[src/design/lsc_pkg.sv]
package lsc_pkg;

    localparam int CFG_INDEX_W = 2;

    localparam logic [CFG_INDEX_W-1:0] REG_LEFT   = 2'd0;
    localparam logic [CFG_INDEX_W-1:0] REG_BOTTOM = 2'd1;
    localparam logic [CFG_INDEX_W-1:0] REG_RIGHT  = 2'd2;
    localparam logic [CFG_INDEX_W-1:0] REG_TOP    = 2'd3;

    localparam int RESET_LEFT   = 0;
    localparam int RESET_BOTTOM = 0;
    localparam int RESET_RIGHT  = 639;
    localparam int RESET_TOP    = 479;

    typedef enum logic [2:0] {
        ST_IDLE,
        ST_CODE,
        ST_SETUP,
        ST_MUL,
        ST_START,
        ST_DIV,
        ST_APPLY,
        ST_FINISH
    } lsc_state_t;

    typedef enum logic [1:0] {
        EDGE_LEFT,
        EDGE_RIGHT,
        EDGE_BOTTOM,
        EDGE_TOP
    } lsc_edge_t;

endpackage

[src/design/lsc_div.sv]
module lsc_div #(
    parameter int DIVIDEND_W = 34,
    parameter int DIVISOR_W  = 17
) (
    input  logic                  clk,
    input  logic                  rst_n,
    input  logic                  start,
    input  logic [DIVIDEND_W-1:0] dividend,
    input  logic [DIVISOR_W-1:0]  divisor,
    output logic                  busy,
    output logic                  done,
    output logic [DIVIDEND_W-1:0] quotient
);

    localparam int CNT_W = $clog2(DIVIDEND_W + 1);

    logic                  busy_reg;
    logic                  busy_next;
    logic                  done_reg;
    logic                  done_next;
    logic [CNT_W-1:0]      cnt_reg;
    logic [CNT_W-1:0]      cnt_next;
    logic [DIVISOR_W-1:0]  rem_reg;
    logic [DIVISOR_W-1:0]  rem_next;
    logic [DIVIDEND_W-1:0] quo_reg;
    logic [DIVIDEND_W-1:0] quo_next;
    logic [DIVISOR_W-1:0]  dvs_reg;
    logic [DIVISOR_W-1:0]  dvs_next;
    logic [DIVISOR_W:0]    trial;
    logic [DIVISOR_W:0]    diff;
    logic                  fits;

    // restoring division, one quotient bit per cycle
    always_comb
    begin
        trial     = {rem_reg, quo_reg[DIVIDEND_W-1]};
        diff      = trial - {1'b0, dvs_reg};
        fits      = trial >= {1'b0, dvs_reg};
        busy_next = busy_reg;
        done_next = 1'b0;
        cnt_next  = cnt_reg;
        rem_next  = rem_reg;
        quo_next  = quo_reg;
        dvs_next  = dvs_reg;
        if (start)
        begin
            busy_next = 1'b1;
            cnt_next  = CNT_W'(DIVIDEND_W);
            rem_next  = '0;
            quo_next  = dividend;
            dvs_next  = divisor;
        end
        else if (busy_reg)
        begin
            rem_next = fits ? diff[DIVISOR_W-1:0] : trial[DIVISOR_W-1:0];
            quo_next = {quo_reg[DIVIDEND_W-2:0], fits};
            cnt_next = cnt_reg - 1'b1;
            if (cnt_reg == CNT_W'(1))
            begin
                busy_next = 1'b0;
                done_next = 1'b1;
            end
        end
    end

    always_ff @(posedge clk or negedge rst_n)
    begin
        if (!rst_n)
        begin
            busy_reg <= 1'b0;
            done_reg <= 1'b0;
            cnt_reg  <= '0;
        end
        else
        begin
            busy_reg <= busy_next;
            done_reg <= done_next;
            cnt_reg  <= cnt_next;
        end
    end

    always_ff @(posedge clk)
    begin
        rem_reg <= rem_next;
        quo_reg <= quo_next;
        dvs_reg <= dvs_next;
    end

    assign busy     = busy_reg;
    assign done     = done_reg;
    assign quotient = quo_reg;

endmodule

[src/design/line_segment_clipper_top.sv]
// each pass takes the outcodes, then moves the first endpoint onto each window edge
// it lies beyond, one edge at a time (one multiply, then a shared divider giving
// one quotient bit per cycle)
// throughput: one segment at a time, the next is taken once the result is in the output register
// the output register lets a new segment start while the last result waits for a transfer
// reset: asynchronous active low, window returns to 0, 0, 639, 479 and no result is pending
module line_segment_clipper_top #(
    parameter int COORD_BITS = 16,
    parameter int MAX_PASSES = 8
) (
    input  logic                                    clk,
    input  logic                                    rst_n,
    input  logic                                    cfg_valid,
    output logic                                    cfg_ready,
    input  logic [lsc_pkg::CFG_INDEX_W-1:0]         cfg_index,
    input  logic [COORD_BITS-1:0]                   cfg_data,
    input  logic                                    s_axis_tvalid,
    output logic                                    s_axis_tready,
    // start_x, start_y, end_x, end_y
    input  logic [((4*COORD_BITS+7)/8)*8-1:0]       s_axis_tdata,
    output logic                                    m_axis_tvalid,
    input  logic                                    m_axis_tready,
    // visible, clip_start_x, clip_start_y, clip_end_x, clip_end_y
    output logic [((4*COORD_BITS+8)/8)*8-1:0]       m_axis_tdata
);

    localparam int CB     = COORD_BITS;
    localparam int DW     = 2 * (CB + 1);
    localparam int PASS_W = $clog2(MAX_PASSES + 1);
    localparam int OUT_W  = ((4*COORD_BITS+8)/8)*8;

    lsc_pkg::lsc_state_t    state_reg;
    lsc_pkg::lsc_state_t    state_next;
    lsc_pkg::lsc_edge_t     low_sel;
    logic                   div_start;
    logic                   div_busy;
    logic                   div_done;

    logic signed [CB-1:0] wl_reg, wb_reg, wr_reg, wt_reg;
    logic signed [CB-1:0] x1_reg, y1_reg, x2_reg, y2_reg;
    logic signed [CB-1:0] x1_next, y1_next, x2_next, y2_next;
    logic [3:0]           b_reg, b_next;
    logic [PASS_W-1:0]    pass_reg, pass_next;
    logic [CB:0]          ma_reg, mb_reg, mc_reg;
    logic                 neg_reg, czero_reg;
    logic [DW-1:0]        prod_reg;
    logic [DW-1:0]        quotient;

    logic                 out_valid_reg, out_valid_next;
    logic                 out_vis_reg, out_vis_next;
    logic signed [CB-1:0] out_x1_reg, out_y1_reg, out_x2_reg, out_y2_reg;
    logic signed [CB-1:0] out_x1_next, out_y1_next, out_x2_next, out_y2_next;

    logic [3:0]           c1, c2;
    logic                 is_x;
    logic signed [CB-1:0] edge_val;
    logic signed [CB:0]   num_a, num_b, den_c;
    logic [CB:0]          qc;
    logic signed [CB+1:0] offs, base, sum;
    logic signed [CB-1:0] sat_val;

    assign cfg_ready     = 1'b1;
    assign s_axis_tready = (state_reg == lsc_pkg::ST_IDLE);
    assign m_axis_tvalid = out_valid_reg;
    assign m_axis_tdata  = {{(OUT_W-4*CB-1){1'b0}}, out_y2_reg, out_x2_reg, out_y1_reg,
                            out_x1_reg, out_vis_reg};

    // outcodes: bit0 left, bit1 right, bit2 bottom, bit3 top
    always_comb
    begin
        c1 = {y1_reg > wt_reg, y1_reg < wb_reg, x1_reg > wr_reg, x1_reg < wl_reg};
        c2 = {y2_reg > wt_reg, y2_reg < wb_reg, x2_reg > wr_reg, x2_reg < wl_reg};
    end

    always_comb
    begin
        if (b_reg[0])
        begin
            low_sel = lsc_pkg::EDGE_LEFT;
        end
        else if (b_reg[1])
        begin
            low_sel = lsc_pkg::EDGE_RIGHT;
        end
        else if (b_reg[2])
        begin
            low_sel = lsc_pkg::EDGE_BOTTOM;
        end
        else
        begin
            low_sel = lsc_pkg::EDGE_TOP;
        end
    end

    // edge move operands and result
    always_comb
    begin
        case (low_sel)
            lsc_pkg::EDGE_LEFT:
            begin
                edge_val = wl_reg;
                is_x     = 1'b1;
            end
            lsc_pkg::EDGE_RIGHT:
            begin
                edge_val = wr_reg;
                is_x     = 1'b1;
            end
            lsc_pkg::EDGE_BOTTOM:
            begin
                edge_val = wb_reg;
                is_x     = 1'b0;
            end
            default:
            begin
                edge_val = wt_reg;
                is_x     = 1'b0;
            end
        endcase
        if (is_x)
        begin
            num_a = {edge_val[CB-1], edge_val} - {x1_reg[CB-1], x1_reg};
            num_b = {y2_reg[CB-1], y2_reg} - {y1_reg[CB-1], y1_reg};
            den_c = {x2_reg[CB-1], x2_reg} - {x1_reg[CB-1], x1_reg};
            base  = {{2{y1_reg[CB-1]}}, y1_reg};
        end
        else
        begin
            num_a = {edge_val[CB-1], edge_val} - {y1_reg[CB-1], y1_reg};
            num_b = {x2_reg[CB-1], x2_reg} - {x1_reg[CB-1], x1_reg};
            den_c = {y2_reg[CB-1], y2_reg} - {y1_reg[CB-1], y1_reg};
            base  = {{2{x1_reg[CB-1]}}, x1_reg};
        end
        // quotients at or above 2^CB saturate the sum either way
        if (|quotient[DW-1:CB])
        begin
            qc = {1'b1, {CB{1'b0}}};
        end
        else
        begin
            qc = {1'b0, quotient[CB-1:0]};
        end
        if (czero_reg)
        begin
            offs = '0;
        end
        else if (neg_reg)
        begin
            offs = -$signed({1'b0, qc});
        end
        else
        begin
            offs = $signed({1'b0, qc});
        end
        sum = base + offs;
        if ((sum[CB+1] == sum[CB]) && (sum[CB] == sum[CB-1]))
        begin
            sat_val = sum[CB-1:0];
        end
        else if (sum[CB+1])
        begin
            sat_val = {1'b1, {(CB-1){1'b0}}};
        end
        else
        begin
            sat_val = {1'b0, {(CB-1){1'b1}}};
        end
    end

    always_comb
    begin
        state_next     = state_reg;
        x1_next        = x1_reg;
        y1_next        = y1_reg;
        x2_next        = x2_reg;
        y2_next        = y2_reg;
        b_next         = b_reg;
        pass_next      = pass_reg;
        out_valid_next = out_valid_reg;
        out_vis_next   = out_vis_reg;
        out_x1_next    = out_x1_reg;
        out_y1_next    = out_y1_reg;
        out_x2_next    = out_x2_reg;
        out_y2_next    = out_y2_reg;
        div_start      = 1'b0;
        if (out_valid_reg && m_axis_tready)
        begin
            out_valid_next = 1'b0;
        end
        case (state_reg)
            lsc_pkg::ST_IDLE:
            begin
                if (s_axis_tvalid)
                begin
                    x1_next    = s_axis_tdata[CB-1:0];
                    y1_next    = s_axis_tdata[2*CB-1:CB];
                    x2_next    = s_axis_tdata[3*CB-1:2*CB];
                    y2_next    = s_axis_tdata[4*CB-1:3*CB];
                    pass_next  = '0;
                    state_next = lsc_pkg::ST_CODE;
                end
            end
            lsc_pkg::ST_CODE:
            begin
                if (pass_reg == PASS_W'(MAX_PASSES))
                begin
                    b_next     = 4'b1111;
                    state_next = lsc_pkg::ST_FINISH;
                end
                else if ((c1 | c2) == 4'b0000)
                begin
                    b_next     = 4'b0000;
                    state_next = lsc_pkg::ST_FINISH;
                end
                else if ((c1 & c2) != 4'b0000)
                begin
                    b_next     = 4'b1111;
                    state_next = lsc_pkg::ST_FINISH;
                end
                else
                begin
                    pass_next  = pass_reg + 1'b1;
                    state_next = lsc_pkg::ST_SETUP;
                    if (c1 == 4'b0000)
                    begin
                        x1_next = x2_reg;
                        y1_next = y2_reg;
                        x2_next = x1_reg;
                        y2_next = y1_reg;
                        b_next  = c2;
                    end
                    else
                    begin
                        b_next = c1;
                    end
                end
            end
            lsc_pkg::ST_SETUP:
            begin
                state_next = lsc_pkg::ST_MUL;
            end
            lsc_pkg::ST_MUL:
            begin
                state_next = lsc_pkg::ST_START;
            end
            lsc_pkg::ST_START:
            begin
                div_start  = 1'b1;
                state_next = lsc_pkg::ST_DIV;
            end
            lsc_pkg::ST_DIV:
            begin
                if (div_done)
                begin
                    state_next = lsc_pkg::ST_APPLY;
                end
            end
            lsc_pkg::ST_APPLY:
            begin
                if (is_x)
                begin
                    y1_next = sat_val;
                    x1_next = edge_val;
                end
                else
                begin
                    x1_next = sat_val;
                    y1_next = edge_val;
                end
                b_next = b_reg & ~(4'b0001 << low_sel);
                if (b_next == 4'b0000)
                begin
                    state_next = lsc_pkg::ST_CODE;
                end
                else
                begin
                    state_next = lsc_pkg::ST_SETUP;
                end
            end
            lsc_pkg::ST_FINISH:
            begin
                // b is all ones for a rejection, zero for an accepted segment
                if (!out_valid_reg || m_axis_tready)
                begin
                    out_valid_next = 1'b1;
                    out_vis_next   = (b_reg == 4'b0000);
                    if (b_reg == 4'b0000)
                    begin
                        out_x1_next = x1_reg;
                        out_y1_next = y1_reg;
                        out_x2_next = x2_reg;
                        out_y2_next = y2_reg;
                    end
                    else
                    begin
                        out_x1_next = '0;
                        out_y1_next = '0;
                        out_x2_next = '0;
                        out_y2_next = '0;
                    end
                    state_next = lsc_pkg::ST_IDLE;
                end
            end
            default:
            begin
                state_next = lsc_pkg::ST_IDLE;
            end
        endcase
    end

    always_ff @(posedge clk or negedge rst_n)
    begin
        if (!rst_n)
        begin
            state_reg     <= lsc_pkg::ST_IDLE;
            b_reg         <= '0;
            pass_reg      <= '0;
            out_valid_reg <= 1'b0;
        end
        else
        begin
            state_reg     <= state_next;
            b_reg         <= b_next;
            pass_reg      <= pass_next;
            out_valid_reg <= out_valid_next;
        end
    end

    always_ff @(posedge clk or negedge rst_n)
    begin
        if (!rst_n)
        begin
            wl_reg <= CB'(lsc_pkg::RESET_LEFT);
            wb_reg <= CB'(lsc_pkg::RESET_BOTTOM);
            wr_reg <= CB'(lsc_pkg::RESET_RIGHT);
            wt_reg <= CB'(lsc_pkg::RESET_TOP);
        end
        else if (cfg_valid && cfg_ready)
        begin
            case (cfg_index)
                lsc_pkg::REG_LEFT:   wl_reg <= cfg_data;
                lsc_pkg::REG_BOTTOM: wb_reg <= cfg_data;
                lsc_pkg::REG_RIGHT:  wr_reg <= cfg_data;
                lsc_pkg::REG_TOP:    wt_reg <= cfg_data;
                default:             wl_reg <= wl_reg;
            endcase
        end
    end

    always_ff @(posedge clk)
    begin
        x1_reg      <= x1_next;
        y1_reg      <= y1_next;
        x2_reg      <= x2_next;
        y2_reg      <= y2_next;
        out_vis_reg <= out_vis_next;
        out_x1_reg  <= out_x1_next;
        out_y1_reg  <= out_y1_next;
        out_x2_reg  <= out_x2_next;
        out_y2_reg  <= out_y2_next;
        if (state_reg == lsc_pkg::ST_SETUP)
        begin
            ma_reg    <= num_a[CB] ? (CB+1)'(-num_a) : num_a;
            mb_reg    <= num_b[CB] ? (CB+1)'(-num_b) : num_b;
            mc_reg    <= den_c[CB] ? (CB+1)'(-den_c) : den_c;
            neg_reg   <= num_a[CB] ^ num_b[CB] ^ den_c[CB];
            czero_reg <= (den_c == '0);
        end
        if (state_reg == lsc_pkg::ST_MUL)
        begin
            prod_reg <= ma_reg * mb_reg;
        end
    end

    lsc_div #(
        .DIVIDEND_W (DW),
        .DIVISOR_W  (CB + 1)
    ) u_div (
        .clk      (clk),
        .rst_n    (rst_n),
        .start    (div_start),
        .dividend (prod_reg),
        .divisor  (mc_reg),
        .busy     (div_busy),
        .done     (div_done),
        .quotient (quotient)
    );

`ifndef SYNTHESIS
    a_reject_zero: assert property (@(posedge clk) disable iff (!rst_n)
        (out_valid_reg && !out_vis_reg) |->
        (out_x1_reg == '0 && out_y1_reg == '0 && out_x2_reg == '0 && out_y2_reg == '0))
        else $error("rejected segment carries nonzero coordinates");

    a_accept_inside: assert property (@(posedge clk) disable iff (!rst_n)
        (out_valid_reg && out_vis_reg) |->
        (out_x1_reg >= wl_reg && out_x1_reg <= wr_reg && out_y1_reg >= wb_reg &&
         out_y1_reg <= wt_reg && out_x2_reg >= wl_reg && out_x2_reg <= wr_reg &&
         out_y2_reg >= wb_reg && out_y2_reg <= wt_reg))
        else $error("accepted segment lies outside the window");

    a_pass_bound: assert property (@(posedge clk) disable iff (!rst_n)
        pass_reg <= PASS_W'(MAX_PASSES))
        else $error("pass count beyond limit");

    a_apply_after_div: assert property (@(posedge clk) disable iff (!rst_n)
        (state_reg == lsc_pkg::ST_APPLY) |->
        (b_reg != 4'b0000 && !div_busy && $past(div_done)))
        else $error("edge move applied without a finished division");
`endif

endmodule

[config.mk]
export PLATFORM = sky130hd
export DESIGN_NAME = line_segment_clipper_top
export DESIGN_NICKNAME = d
export VERILOG_FILES = /design/src/design/lsc_pkg.sv /design/src/design/lsc_div.sv /design/src/design/line_segment_clipper_top.sv
export SDC_FILE = /design/constraint.sdc
export NUM_CORES = 2
export LEC_CHECK = 0
export BUFFER_PORTS_ARGS = -buffer_cell sky130_fd_sc_hd__buf_2
export CAP_MARGIN = 15
export CELL_PAD_IN_SITES_DETAIL_PLACEMENT = 1
export CELL_PAD_IN_SITES_GLOBAL_PLACEMENT = 1
export CORE_ASPECT_RATIO = 1.5
export CORE_MARGIN = 5
export CORE_UTILIZATION = 36
export DETAILED_ROUTE_END_ITERATION = 6
export GPL_TIMING_DRIVEN = 1
export PLACE_DENSITY_LB_ADDON = 0.1
export SLEW_MARGIN = 15
export SYNTH_ARGS = -nofsm -noshare
export SYNTH_HDL_FRONTEND = slang
export SYNTH_SLANG_ARGS = --single-unit
[constraint.sdc]
create_clock -name clk -period 7.6 [get_ports clk]
set_input_delay 0 -clock clk [delete_from_list [all_inputs] [get_ports clk]]
set_output_delay 0 -clock clk [all_outputs]
set_load 0.005 [all_outputs]
==> summary.md <==
| Metric | Value |
|---|---|
| Pin count of the biggest net entering global routing | `70` |
| Core area | `between 90000 and 100000 µm²` |
| Worst setup SP type | `flip-flop` |
| Hold Crit Endpoint | `wl_reg[1]` |
| Routability Congestion | `~0.94` |
| Worst Setup End Kind | `flip-flop` |
| Top cells by count, synth | `473 x nand2_1, 462 x inv_1, 323 x ha_1, 267 x edfxtp_1, 229 x fa_1` |
| Root Buffer | `clkbuf_16` |
| Drt first pass iters | `6` |
| Core Rows | `around 140` |
| Share of cells above drive strength 1 | `0.101` |
| Min-delay src | `cfg_index[1]` |
| CTS max path bufs | `3` |
| Port Buf Inserts | `between 150 and 200` |
| GR Layer Usage met2 | `0.498` |
| Critical Path Most Common Cell | `fa_1` |
| Global Route met1 Usage | `0.277` |
| Post-route ant nets | `0` |
| Max-Cap Viols | `0` |
| Final WL | `between 100 and 150 mm` |
| DR iter-0 viols | `1430` |
| Reg-to-reg endpoint | `prod_reg[32]` |
| Insertion delay to the later sink of the worst-skew pair | `roughly 0.6 ns` |
| Clock skew | `0.0332 ns` |
| Post-CTS Setup Inserts | `0` |
| Slew margin rel. | `0.183` |
| Vias | `between 20000 and 30000` |
| Post-synth top area cell | `edfxtp_1` |
| Min Tclk post-route | `between 7 and 8 ns` |
| Post-Synthesis Cell Area | `about 34000 µm²` |
| Yosys cell types | `87` |
| Overall die area | `between 100000 and 150000 µm²` |
| Initial core utilization | `0.363` |
| DR WL/cell | `~25 µm` |
| Final non-filler cell total | `approximately 5100` |
| Final setup viols | `0` |
| HP Class | `in -> reg` |
| Async S/R FF share, synth | `0.228` |
| Synthesized instance count | `around 3600` |
| Top cells by area, synth | `edfxtp_1 24%, fa_1 14%, ha_1 12%` |
| Outcome | `completed` |
| Post-synth EDFFs | `267` |
| Arr. time, crit path | `about 7.5 ns` |
| Setup TNS | `0 ns` |
| Die H | `slightly below 400 µm` |
| WS Path Type | `reg -> reg` |
| Cts hold-fix bufs | `94` |
| GRT Overall Usage | `0.257` |
| Critical path fanouts, max | `17` |
| CP Cell Sequence | `and2_1 > fa_1 > inv_1 > fa_1 > fa_1 > fa_1 > inv_1 > fa_1 > inv_1 > fa_1 > inv_1 > ha_1 > o211ai_1 > a211oi_1 > o21ai_0 > buf_4 > o21ai_0 > o41ai_1 > o311ai_0 > o31ai_1 > xnor2_1` |
| Vias per cell | `between 5 and 6` |
| Worst stage delay on the critical path | `between 0.6 and 0.7 ns` |
| GRT met3 Usage | `0.0214` |
| Synth Register Bits | `between 300 and 400` |
| Primary FF master, synth | `edfxtp_1` |
| Fill cells | `about 11000` |
| Slew @ Worst Pin | `1.19 ns` |
| Final Hold Fails | `0` |
| Total gr overflow | `0` |
| Worst path required time | `7.92 ns` |
| Gr busiest metal | `met2` |
| R2R Path Start | `ma_reg[5]` |
| Via count of the first global-routing pass | `30268` |
| Reg2Reg Setup Slack | `about 0.41 ns` |
| Chip width | `~260 µm` |
| Flip-flop and latch area | `~10000 µm²` |
| Most frequent cell after synthesis | `nand2_1` |
| Placed cell count | `a little under 5000` |
| RSZ-0062 raised after global routing | `false` |
| Period utilization | `0.946` |
| Top cell type's share of synthesized area | `0.237` |
| CTS buffer count | `43` |
| DP HPWL | `around 100 mm` |
| FMAX | `approximately 140 MHz` |
| # clock sinks | `368` |
| Hold path cells | `5` |
| Ports | `162` |
| First-pass GRT wire length | `between 150 and 200 mm` |
| TritonCTS clock tree | `built` |
| Avg Cell Area, Syn | `9.31 µm²` |
| Synth warnings | `0` |
| Multi-input logic area | `21100 µm²` |
| Reg2Reg Depth | `21` |
| Cts repair resizes | `0` |
| Clock transition at the registers of the reported paths | `roughly 0.06 ns` |
| Residual DRC count | `0` |
| Critical-path top delay cell | `edfxtp_1` |
| Sequential area share after synthesis | `0.310` |
| Final Slew Violations | `0` |
| Max H-tree Level | `2` |
| Area growth syn-to-layout | `14.0%` |
| Nets | `roughly 4500` |
| Initial antenna violation count | `5` |
worst max-delay path: cells and delay by family, from the launching register on:
| kind | cells | cell delay, ns |
|---|---|---|
| DFF | 1 | 0.69 |
| xor gates and xnor gates | 1 | 0.14 |
| AOI/OAI and AO/OA | 7 | 1.86 |
| buffers and inverters | 5 | 0.39 |
| adders and majority gates | 7 | 3.50 |
| and+or+nand+nor | 1 | 0.32 |
how the worst max path moves through the flow:
| stage | end | slack, ns | depth (start not counted) | from |
|---|---|---|---|---|
| after CTS | prod_reg[32] | 0.41 | 21 | ma_reg[5] |
| after global placement | prod_reg[32] | 0.57 | 21 | ma_reg[5] |
| after global routing | prod_reg[32] | 0.09 | 21 | ma_reg[5] |
| after detailed placement | prod_reg[32] | 0.45 | 21 | ma_reg[5] |
| final | prod_reg[32] | 0.41 | 21 | ma_reg[5] |
| after floorplan | prod_reg[32] | 1.22 | 22 | ma_reg[8] |
cells by family (layout without fill, tap and decap cells):
logic type | after synthesis | in the layout | synth area share
compound gates | 707 | 707 | 0.132
xor+xnor | 140 | 140 | 0.0365
fa+ha+maj | 553 | 553 | 0.256
buf+inv | 603 | 849 | 0.0685
flops | 368 | 368 | 0.310
mux | 113 | 113 | 0.0355
other cells | 2 | 12 | 0.000222
simple gates | 1143 | 1143 | 0.161
metal layers:
metal / routed length, µm / vias up
li1: - / 12913
met4: 8180 / 0
met2: 69600 / 606
met1: 48000 / 14087
met3: 3540 / 244
met5: 0 / -
through the flow:
| stage | cell area, µm² | hold WS (ns) | setup slack (ns) | util |
|---|---|---|---|---|
| 2_1_floorplan | 33800 | -0.296 | 1.22 | - |
| 3_3_place_gp | 36100 | -0.0474 | 0.569 | 0.388 |
| 3_5_place_dp | 36100 | -0.0574 | 0.447 | 0.388 |
| 4_1_cts | 38500 | 0.00180 | 0.405 | 0.414 |
| 5_1_grt | 38500 | 0.0330 | 0.0904 | 0.414 |
| 6_report | 38500 | 0.0380 | 0.412 | 0.414 |
area by class of cell:
| class | count | area share |
|---|---|---|
| multi-input cells | 2664 | 0.547 |
| flip-flops and latches | 368 | 0.272 |
| repair buffers | 309 | 0.0564 |
| inverters | 463 | 0.0451 |
| well taps | 1251 | 0.0406 |
| clock buffers | 50 | 0.0289 |
| clock inverters | 27 | 0.00941 |
| diodes | 4 | 0.000260 |
placed cells by master, fill, tap and decap left out, types with 67 or more instances in the layout:
cell	n
a21oi_1	167
and2_1	165
buf_2	152
dfrtp_1	67
dlygate4sd3_1	94
edfxtp_1	267
fa_1	229
ha_1	323
inv_1	461
nand2_1	472
nor2_1	178
nor3_1	68
o21ai_0	226
xnor2_1	91
Power is not shown: default switching activity piles up to over one toggle a cycle in this logic, so the estimate is an artifact.
